==> src/rtl/core/sgaf_pkg.sv <==
// ----------------------------------------------------------------------------
// sgaf_pkg: shared types, constants and tables
// fixed-point formats, saturating add and the exp2/log2 interpolation tables
// ----------------------------------------------------------------------------
package sgaf_pkg;

  localparam int VW = 32;                 // value width, signed Q15.16
  localparam int NCOLS_W = 11;            // columns_in_use register width
  localparam int WGT_W = 17;              // softmax weight width, Q1.16
  localparam int DEF_MAX_COLS = 1024;
  localparam logic [NCOLS_W-1:0] NCOLS_RST = 11'd1024;

  localparam logic signed [VW-1:0] VMAX = {1'b0, {(VW-1){1'b1}}};
  localparam logic signed [VW-1:0] NEG_INF = {1'b1, {(VW-1){1'b0}}};

  typedef enum logic [0:0] {
    CFG_GAP   = 1'b0,
    CFG_NCOLS = 1'b1
  } cfg_idx_e;

  // one queued word between front and back
  typedef struct packed {
    logic signed [VW-1:0] theta;
    logic                 last;
    logic                 first;
    logic                 wrap;
  } item_t;

  function automatic logic signed [VW-1:0] sadd(input logic signed [VW-1:0] a,
                                                input logic signed [VW-1:0] b);
    logic signed [VW:0] t;
    t = {a[VW-1], a} + {b[VW-1], b};
    if (t[VW] != t[VW-1]) begin
      sadd = t[VW] ? NEG_INF : VMAX;
    end else begin
      sadd = t[VW-1:0];
    end
  endfunction

  // 2^(-i/16)
  function automatic logic [16:0] exp2_tab(input logic [4:0] i);
    unique case (i)
      5'd0:  exp2_tab = 17'd65536;
      5'd1:  exp2_tab = 17'd62757;
      5'd2:  exp2_tab = 17'd60097;
      5'd3:  exp2_tab = 17'd57549;
      5'd4:  exp2_tab = 17'd55109;
      5'd5:  exp2_tab = 17'd52773;
      5'd6:  exp2_tab = 17'd50535;
      5'd7:  exp2_tab = 17'd48393;
      5'd8:  exp2_tab = 17'd46341;
      5'd9:  exp2_tab = 17'd44376;
      5'd10: exp2_tab = 17'd42495;
      5'd11: exp2_tab = 17'd40693;
      5'd12: exp2_tab = 17'd38968;
      5'd13: exp2_tab = 17'd37316;
      5'd14: exp2_tab = 17'd35734;
      5'd15: exp2_tab = 17'd34219;
      default: exp2_tab = 17'd32768;
    endcase
  endfunction

  // log2(1 + i/16)
  function automatic logic [16:0] log2_tab(input logic [4:0] i);
    unique case (i)
      5'd0:  log2_tab = 17'd0;
      5'd1:  log2_tab = 17'd5732;
      5'd2:  log2_tab = 17'd11136;
      5'd3:  log2_tab = 17'd16248;
      5'd4:  log2_tab = 17'd21098;
      5'd5:  log2_tab = 17'd25711;
      5'd6:  log2_tab = 17'd30109;
      5'd7:  log2_tab = 17'd34312;
      5'd8:  log2_tab = 17'd38336;
      5'd9:  log2_tab = 17'd42196;
      5'd10: log2_tab = 17'd45904;
      5'd11: log2_tab = 17'd49472;
      5'd12: log2_tab = 17'd52911;
      5'd13: log2_tab = 17'd56231;
      5'd14: log2_tab = 17'd59434;
      5'd15: log2_tab = 17'd62534;
      default: log2_tab = 17'd65536;
    endcase
  endfunction

endpackage

==> src/rtl/core/sgaf_if.sv <==
// ----------------------------------------------------------------------------
// sgaf_if: stream and configuration channel interfaces
// valid/ready channels for cells in, results out and register writes
// ----------------------------------------------------------------------------
interface sgaf_in_if;
  logic                              valid;
  logic                              ready;
  logic signed [sgaf_pkg::VW-1:0]    cell_score;
  logic                              last_cell;
  modport source (output valid, cell_score, last_cell, input ready);
  modport sink (input valid, cell_score, last_cell, output ready);
endinterface


==> src/rtl/core/sgaf_front.sv <==
// ----------------------------------------------------------------------------
// sgaf_front: cell intake and position tracking
// tags each word with column, row flags and row end, queues two deep
// ----------------------------------------------------------------------------
module sgaf_front #(
  parameter int MAX_COLS = sgaf_pkg::DEF_MAX_COLS
) (
  input  logic                         clk_i,
  input  logic                         rst_ni,
  sgaf_in_if.sink                      in_s,
  input  logic [sgaf_pkg::NCOLS_W-1:0] ncols_i,
  input  logic                         clr_busy_i,
  input  logic                         pop_i,
  output sgaf_pkg::item_t              head_o,
  output logic [$clog2(MAX_COLS)-1:0]  head_col_o,
  output logic                         head_valid_o
);

  localparam int ColW = $clog2(MAX_COLS);
  localparam int CntW = $clog2(MAX_COLS + 1);
  localparam int NcW = (CntW > sgaf_pkg::NCOLS_W) ? CntW : sgaf_pkg::NCOLS_W;

  logic [ColW-1:0]  pos_q, pos_d;
  logic             first_q, first_d;
  sgaf_pkg::item_t  item_q [2];
  logic [ColW-1:0]  col_q [2];
  logic             wp_q, rp_q;
  logic [1:0]       cnt_q;

  logic [NcW-1:0]   ncols_eff;
  logic [ColW-1:0]  col;
  logic             wrap;
  logic             push;

  always_comb begin
    if (ncols_i == '0) begin
      ncols_eff = NcW'(1);
    end else if (NcW'(ncols_i) > NcW'(MAX_COLS)) begin
      ncols_eff = NcW'(MAX_COLS);
    end else begin
      ncols_eff = NcW'(ncols_i);
    end
    col  = (NcW'(pos_q) >= ncols_eff) ? '0 : pos_q;
    wrap = (NcW'(col) + NcW'(1)) >= ncols_eff;
    if (in_s.last_cell) begin
      pos_d   = '0;
      first_d = 1'b1;
    end else if (wrap) begin
      pos_d   = '0;
      first_d = 1'b0;
    end else begin
      pos_d   = col + ColW'(1);
      first_d = first_q;
    end
  end

  assign in_s.ready   = !clr_busy_i && (cnt_q != 2'd2);
  assign push         = in_s.valid && in_s.ready;
  assign head_valid_o = (cnt_q != 2'd0);
  assign head_o       = item_q[rp_q];
  assign head_col_o   = col_q[rp_q];

  always_ff @(posedge clk_i or negedge rst_ni) begin
    if (!rst_ni) begin
      pos_q   <= '0;
      first_q <= 1'b1;
      wp_q    <= 1'b0;
      rp_q    <= 1'b0;
      cnt_q   <= 2'd0;
    end else begin
      if (push) begin
        pos_q   <= pos_d;
        first_q <= first_d;
        wp_q    <= !wp_q;
      end
      if (pop_i) begin
        rp_q <= !rp_q;
      end
      cnt_q <= cnt_q + {1'b0, push} - {1'b0, pop_i};
    end
  end

  // queue payload
  always_ff @(posedge clk_i) begin
    if (push) begin
      item_q[wp_q] <= '{theta: in_s.cell_score, last: in_s.last_cell,
                        first: first_q, wrap: wrap};
      col_q[wp_q]  <= col;
    end
  end

endmodule

==> src/flat_wrapper.sv <==
// flat-port wrapper written by rule: the top's interface ports become plain ports
module sgaf_front_flat 
#(
  parameter int MAX_COLS = sgaf_pkg::DEF_MAX_COLS
)
  (clk_i, rst_ni, ncols_i, clr_busy_i, pop_i, head_o, head_col_o, head_valid_o, in_s_valid, in_s_cell_score, in_s_last_cell, in_s_ready);
  sgaf_in_if in_s_i ();
  input  logic clk_i;
  input  logic rst_ni;
  input  logic [sgaf_pkg::NCOLS_W-1:0] ncols_i;
  input  logic clr_busy_i;
  input  logic pop_i;
  output sgaf_pkg::item_t head_o;
  output logic [$clog2(MAX_COLS)-1:0] head_col_o;
  output logic head_valid_o;
  input wire logic [$bits(in_s_i.valid)-1:0] in_s_valid;
  input wire logic [$bits(in_s_i.cell_score)-1:0] in_s_cell_score;
  input wire logic [$bits(in_s_i.last_cell)-1:0] in_s_last_cell;
  output wire logic [$bits(in_s_i.ready)-1:0] in_s_ready;
  assign in_s_i.valid = in_s_valid;
  assign in_s_i.cell_score = in_s_cell_score;
  assign in_s_i.last_cell = in_s_last_cell;
  assign in_s_ready = in_s_i.ready;
  sgaf_front #(.MAX_COLS(MAX_COLS)) u_core (.clk_i(clk_i), .rst_ni(rst_ni), .in_s(in_s_i), .ncols_i(ncols_i), .clr_busy_i(clr_busy_i), .pop_i(pop_i), .head_o(head_o), .head_col_o(head_col_o), .head_valid_o(head_valid_o));
endmodule
==> config.mk <==
export PLATFORM = sky130hd
export DESIGN_NAME = sgaf_front_flat
export DESIGN_NICKNAME = d
export VERILOG_FILES = /design/src/rtl/core/sgaf_pkg.sv /design/src/rtl/core/sgaf_if.sv /design/src/rtl/core/sgaf_front.sv /design/src/flat_wrapper.sv
export SDC_FILE = /design/constraint.sdc
export NUM_CORES = 1
export LEC_CHECK = 0
export ABC_CLOCK_PERIOD_IN_PS = 3600
export BUFFER_PORTS_ARGS = -buffer_cell sky130_fd_sc_hd__buf_4
export CAP_MARGIN = 20
export CORE_MARGIN = 5
export CORE_UTILIZATION = 30
export CTS_CLUSTER_DIAMETER = 200
export CTS_CLUSTER_SIZE = 28
export DETAILED_ROUTE_END_ITERATION = 10
export PLACE_DENSITY_LB_ADDON = 0.08
export SLEW_MARGIN = 20
export SYNTH_ARGS = -nofsm -noshare
export SYNTH_HDL_FRONTEND = slang
export SYNTH_SLANG_ARGS = --single-unit
==> constraint.sdc <==
create_clock -name clk_i -period 3.6 [get_ports clk_i]
set_input_delay 0.18 -clock clk_i [delete_from_list [all_inputs] [get_ports clk_i]]
set_output_delay 0.18 -clock clk_i [all_outputs]
set_load 0.005 [all_outputs]
* After elaboration in Yosys (flattened, before gate mapping) *
Memories as Yosys holds them, arrays and structs flattened.
Index checks and enable logic that the tools add are counted.

word-level totals
  flip-flop bits (word level) = 15
  bits in latches = 0
  memory bits (writable) = 90
  memory bits (read-only) = 0
  bits of input ports = 49
  logic and storage cells = 33
  memories kept = 2

cells by class
  add/sub/neg operators = 4
  multipliers = 0
  div/mod/pow operators = 0
  magnitude comparators = 3
  equal/unequal tests = 1
  shift operators = 0
  muxes and demuxes = 9
  bitwise gates (word level) = 0
  reduce and logical (&&, ||, !) cells = 9

memories
  name           depth  width  read ports  clocked after memory_dff  wr ports  line              RTL
  u_core.item_q  2      35     1           0                         1         sgaf_front.sv:25  sgaf_pkg::item_t item_q [2];
  u_core.col_q   2      10     1           0                         1         sgaf_front.sv:26  logic [ColW-1:0] col_q [2];

operator list
  operator                                                          number
  10-bit two-way mux                                                3
  11-bit two-way mux                                                2
  10-bit by 1-bit adder with 11-bit output (second input constant)  1
  10-bit by 11-bit >= comparator with 1-bit output                  1
  11-bit >= comparator                                              1
  11-bit > comparator (second input constant)                       1
  11-bit logical NOT                                                1
  10-bit by 1-bit adder with 10-bit output (second input constant)  1
  1-bit two-way mux                                                 4
  2-bit nonzero test                                                2
  1-bit logical NOT                                                 3
  2-bit by 1-bit adder with 2-bit output                            1
  1-bit logical AND                                                 2
  2-bit inequality test (second input constant)                     1
  2-bit AND reduction                                               1
  2-bit by 1-bit subtractor with 2-bit output                       1

* Longest topological paths before layout *
  word-level depth = 9
  gate-level depth with buffers = 22
  mapped depth without buffers = 21

* Worst setup path before layout *
Ideal clock, no wire load.

  path type = input -> register
  from = in ncols_i[10] in the netlist's numbering
  to = reg u_core.pos_q[3]
  setup time = 0.066 ns
  data arrival time = 3.764 ns
  required time = 3.534 ns
  slack = -0.230 ns
  cell stages on the path = 22
  path buffers = 2
  path through = inv_1 clkbuf_1 nand2_1 ha_1 a21oi_1 o21ai_0 a21oi_1 o22ai_2 buf_6 nor2_1 ha_1 nand4_1 nor2_1 xnor2_1 nor2_1 ha_1 nor3_1 o21ai_0 a41oi_1 o21ai_2 nor3_4 a22o_1

between the ends
  word-level cells in the longest chain between the ends = 9
  elaborated cells between the ends (all ways) = 11
  classes of those cells = 2 x add/sub; 3 x order compare; 5 x mux; 1 x reduce/logical

RTL lines
  element                                             line                RTL
  start: declaration                                  flat_wrapper.sv:10  input logic [sgaf_pkg::NCOLS_W-1:0] ncols_i;
  11-bit > comparator                                 sgaf_front.sv:38    end else if (NcW'(ncols_i) > NcW'(MAX_COLS)) begin
  11-bit two-way mux                                  sgaf_front.sv:38
  11-bit two-way mux *                                sgaf_front.sv:36    if (ncols_i == '0) begin
  10-bit by 11-bit >= comparator with 1-bit output *  sgaf_front.sv:43    col = (NcW'(pos_q) >= ncols_eff) ? '0 : pos_q;
  10-bit two-way mux *                                sgaf_front.sv:43
  named net u_core.col[0]                             sgaf_front.sv:31    logic [ColW-1:0] col;
  10-bit by 1-bit adder with 11-bit output            sgaf_front.sv:44    wrap = (NcW'(col) + NcW'(1)) >= ncols_eff;
  11-bit >= comparator                                sgaf_front.sv:44
  10-bit two-way mux *                                sgaf_front.sv:48    end else if (wrap) begin
  10-bit two-way mux *                                sgaf_front.sv:45    if (in_s.last_cell) begin
  end signal: assignment                              sgaf_front.sv:72    pos_q <= pos_d;
  end: declaration                                    sgaf_front.sv:23    logic [ColW-1:0] pos_q, pos_d;

Mark *: on every way through the listed nets, which the timed path passes. The rest lies on a longest branch.
A chain may end at the register's enable or synchronous reset.

* Final worst setup path *
  from = reg u_core.pos_q[8]
  to = reg u_core.pos_q[8]

between the ends
  word-level cells in the longest chain between the ends = 6
  elaborated cells between the ends (all ways) = 7
  classes of those cells = 2 x add/sub; 2 x order compare; 3 x mux

RTL lines
  element                                             line
  10-bit by 11-bit >= comparator with 1-bit output *  sgaf_front.sv:43
  10-bit two-way mux *                                sgaf_front.sv:43
  named net u_core.col[1]                             sgaf_front.sv:31
  10-bit by 1-bit adder with 11-bit output            sgaf_front.sv:44
  11-bit >= comparator                                sgaf_front.sv:44
  10-bit two-way mux *                                sgaf_front.sv:48
  10-bit two-way mux *                                sgaf_front.sv:45

Marks and branches as above.

==> impl_metrics.json <==
{
  "portBuffers": 95,
  "ir_worst_vdd_v": 0.000277,
  "dieArea_um2": 18400,
  "path_cells": "ha_4, a21o_1, a21oi_2, buf_4, o22a_1, and2_4, ha_4, nand4_1, buf_4, buf_4, buf_4, buf_4, buf_4, buf_4, buf_4, buf_4, buf_4, buf_4, buf_4, buf_4, nor3_2, a22o_1",
  "ys_async_sr_fraction_pct": 14.3,
  "path_delay_family": "buffers and inverters",
  "setup_viol": 0,
  "path_buf_inv": 13,
  "grt_usage_pct": 12.0,
  "cts_buffers": 9,
  "crit_type": "register to register",
  "ys_seq_area_share_pct": 65.0,
  "required_ps": 3870,
  "drt-initial-drc-count": 105,
  "p_leak_nw": 2.56,
  "worst_skew_pair.late_latency_ps": 340,
  "clock-sinks": 105,
  "die_y_um": 136,
  "timing.final.crit_share_pct": 98.4,
  "cp-end-kind": "register",
  "rsz0062_at_grt": "yes",
  "first_pass_iters": 4,
  "power_mw": 3.78,
  "root_buffer": "clkbuf_16",
  "layout_common_cells": "buf_4, edfxtp_1, mux2_2, nand2_1, ha_1",
  "critPathLaunchType": "register",
  "die_w_um": 136,
  "cp_max_fo": 3,
  "wl_per_cell_um": 15.4,
  "cpMostUsedCell": "buf_4",
  "viasPerCell": 4.45,
  "gr-total-overflow": 0,
  "syn_nets": 389,
  "htreeDepth": 3,
  "initial_utilization_pct": 30.1,
  "pre_cts_ws_ps": -398,
  "clkTransAtPathRegs_ps": 70,
  "tightest_slew_ps": 709,
  "place_area_um2": 6020,
  "core-area_um2": 15700,
  "grt_antenna_before_repair": 0,
  "ys_warn_count": 0,
  "grt_pass1_vias": 3288,
  "synth-edff-count": 90,
  "drv_cap": 0,
  "fin_tns_setup_ps": 0,
  "ctsLongestPathBuffers": 2,
  "status": "completed",
  "cp_slowest_stage_delay_ps": 440,
  "fin_area_um2": 6520,
  "grt_max_degree": 47,
  "final_common_cell": "buf_4",
  "vias": 3058,
  "slew_violations": 0,
  "max_freq_ghz": 0.282,
  "wirelength_mm": 10.6,
  "power_density_nw_per_um2": 580,
  "final_layout_size_suffix_gt1_share_pct": 50.3,
  "drtAntennaViolNets": 0,
  "cts_tree": "done",
  "min_period_ps": 3540,
  "gp_congestion": 0.775,
  "synth.distinct_cells": 46,
  "diodes": 0,
  "final_core_util_pct": 41.5,
  "hold_violations": 0,
  "grt_first_pass_wirelength_mm": 17.1,
  "critPathArrivalTime_ps": 3810,
  "nets": 539,
  "drc_errors": 0,
  "syn-mean-instance-area_um2": 15.0,
  "synth_seq_cells": 105,
  "holdCritPathClass": "primary input to register",
  "dp_hpwl_mm": 7.29,
  "syn_area_um2": 4740,
  "num_rows": 46,
  "syn2layout_area_growth_pct": 37.6,
  "crit_slowest_cell": "dfrtp_1",
  "io_pins": 96,
  "synth_flop_cell": "edfxtp_1",
  "slew_headroom_pct": 52.6,
  "skew_ps": 9.62,
  "worst_slack_ps": 58.2,
  "syn_inst": 316
}
per-layer routing:
layer | vias up | track usage (%) | routed length (um)
li1 | 1492 | - | -
met2 | 69 | 20.7 | 5180
met4 | 0 | 4.03 | 115
met3 | 7 | 2.27 | 450
met5 | - | 0 | 0
met1 | 1490 | 15.3 | 4860
flip-flops by register name (all words and copies together) (netlist names):
signal,cells
u_core.item_q,70
u_core.first_q,1
u_core.pos_q,10
u_core.wp_q,1
u_core.cnt_q,2
u_core.col_q,20
u_core.rp_q,1
cells by family after synthesis:
| kind of cell | count (synthesis) | share of synthesized area, % |
|---|---|---|
| XOR/XNOR | 13 | 2.40 |
| multiplexers | 45 | 10.7 |
| flip-flops | 105 | 65.0 |
| AO/OA/AOI/OAI | 41 | 6.08 |
| AND/OR/NAND/NOR | 71 | 7.82 |
| adder cells (fa/ha/maj) | 24 | 6.34 |
| buffers and inverters | 17 | 1.64 |
area by class of cell:
cell class	count	area, um2
Fill cell	1509	9190
Sequential cell	105	3080
Multi-Input combinational cell	194	1720
Timing Repair Buffer	148	1120
Tap cell	216	270
Clock buffer	11	233
Clock inverter	5	56.3
Inverter	8	30.0
cells in the mapped netlist, drive strengths merged (3+ instances only):
| cell type | count | area share, % |
|---|---|---|
| buf | 6 | 0.77 |
| nor2 | 21 | 1.8 |
| ha | 24 | 6.3 |
| and2 | 8 | 1.1 |
| o21ai | 8 | 0.92 |
| nor2b | 4 | 0.53 |
| nand3 | 4 | 0.79 |
| clkbuf | 3 | 0.24 |
| mux2 | 45 | 11 |
| a21oi | 9 | 0.95 |
| xor2 | 4 | 0.74 |
| dfrtp | 14 | 7.4 |
| nand2 | 21 | 1.7 |
| a22o | 6 | 1.1 |
| inv | 7 | 0.55 |
| edfxtp | 90 | 57 |
| o31ai | 4 | 0.63 |
| nor3 | 5 | 0.77 |
| xnor2 | 9 | 1.7 |
per-stage QoR:
step / hold WS [ps] / cells
after CTS: 5.25 / 685
after global placement: 59.5 / 655
final: 25.3 / 687
after floorplan: -116 / 316
after global routing: 3.53 / 687
after detailed placement: 59.1 / 655
report_power, final:
| part | switching (mW) | total [mW] | internal (mW) |
|---|---|---|---|
| sequential | 0.165 | 1.69 | 1.53 |
| clock | 0.414 | 0.953 | 0.539 |
| combinational | 0.472 | 1.13 | 0.660 |
| total | 1.05 | 3.78 | 2.73 |
path summary, 6_finish.rpt:
kind / start / end / slack [ps] / depth (start not counted)
worst max-delay path: u_core.pos_q[8] / u_core.pos_q[8] / 60 / 22
worst min-delay path: in_s_cell_score[29] / u_core.item_q[1][32] / 30 / 1
worst max register to register: u_core.pos_q[8] / u_core.pos_q[8] / 60 / 22
worst min register to register: u_core.cnt_q[1] / u_core.cnt_q[1] / 500 / 1
max in group asynchronous: rst_ni / u_core.first_q / 3100 / 2
min in group asynchronous: rst_ni / u_core.cnt_q[1] / 240 / 2
worst reg2reg max path: stages, from the launching register on:
cell and delay (ps):
dfrtp_1 440, ha_4 240, a21o_1 190, a21oi_2 140, buf_4 130, o22a_1 150, and2_4 160, ha_4 130
nand4_1 110, buf_4 180, buf_4 130, buf_4 120, buf_4 120, buf_4 120, buf_4 120, buf_4 120
buf_4 120, buf_4 120, buf_4 110, buf_4 120, buf_4 120, nor3_2 140, a22o_1 140
what timing repair did:
| item | CTS | global route |
|---|---|---|
| hold endpoints to repair | 15 | 0 |
| hold buffers | 1 | 0 |
| pin swaps | 9 | 22 |
| buffers inserted | 13 | 2 |
| setup endpoints to repair | 7 | 13 |
| gates resized for setup | 7 | 13 |
Note: power is estimated with default switching activity, not from simulation.
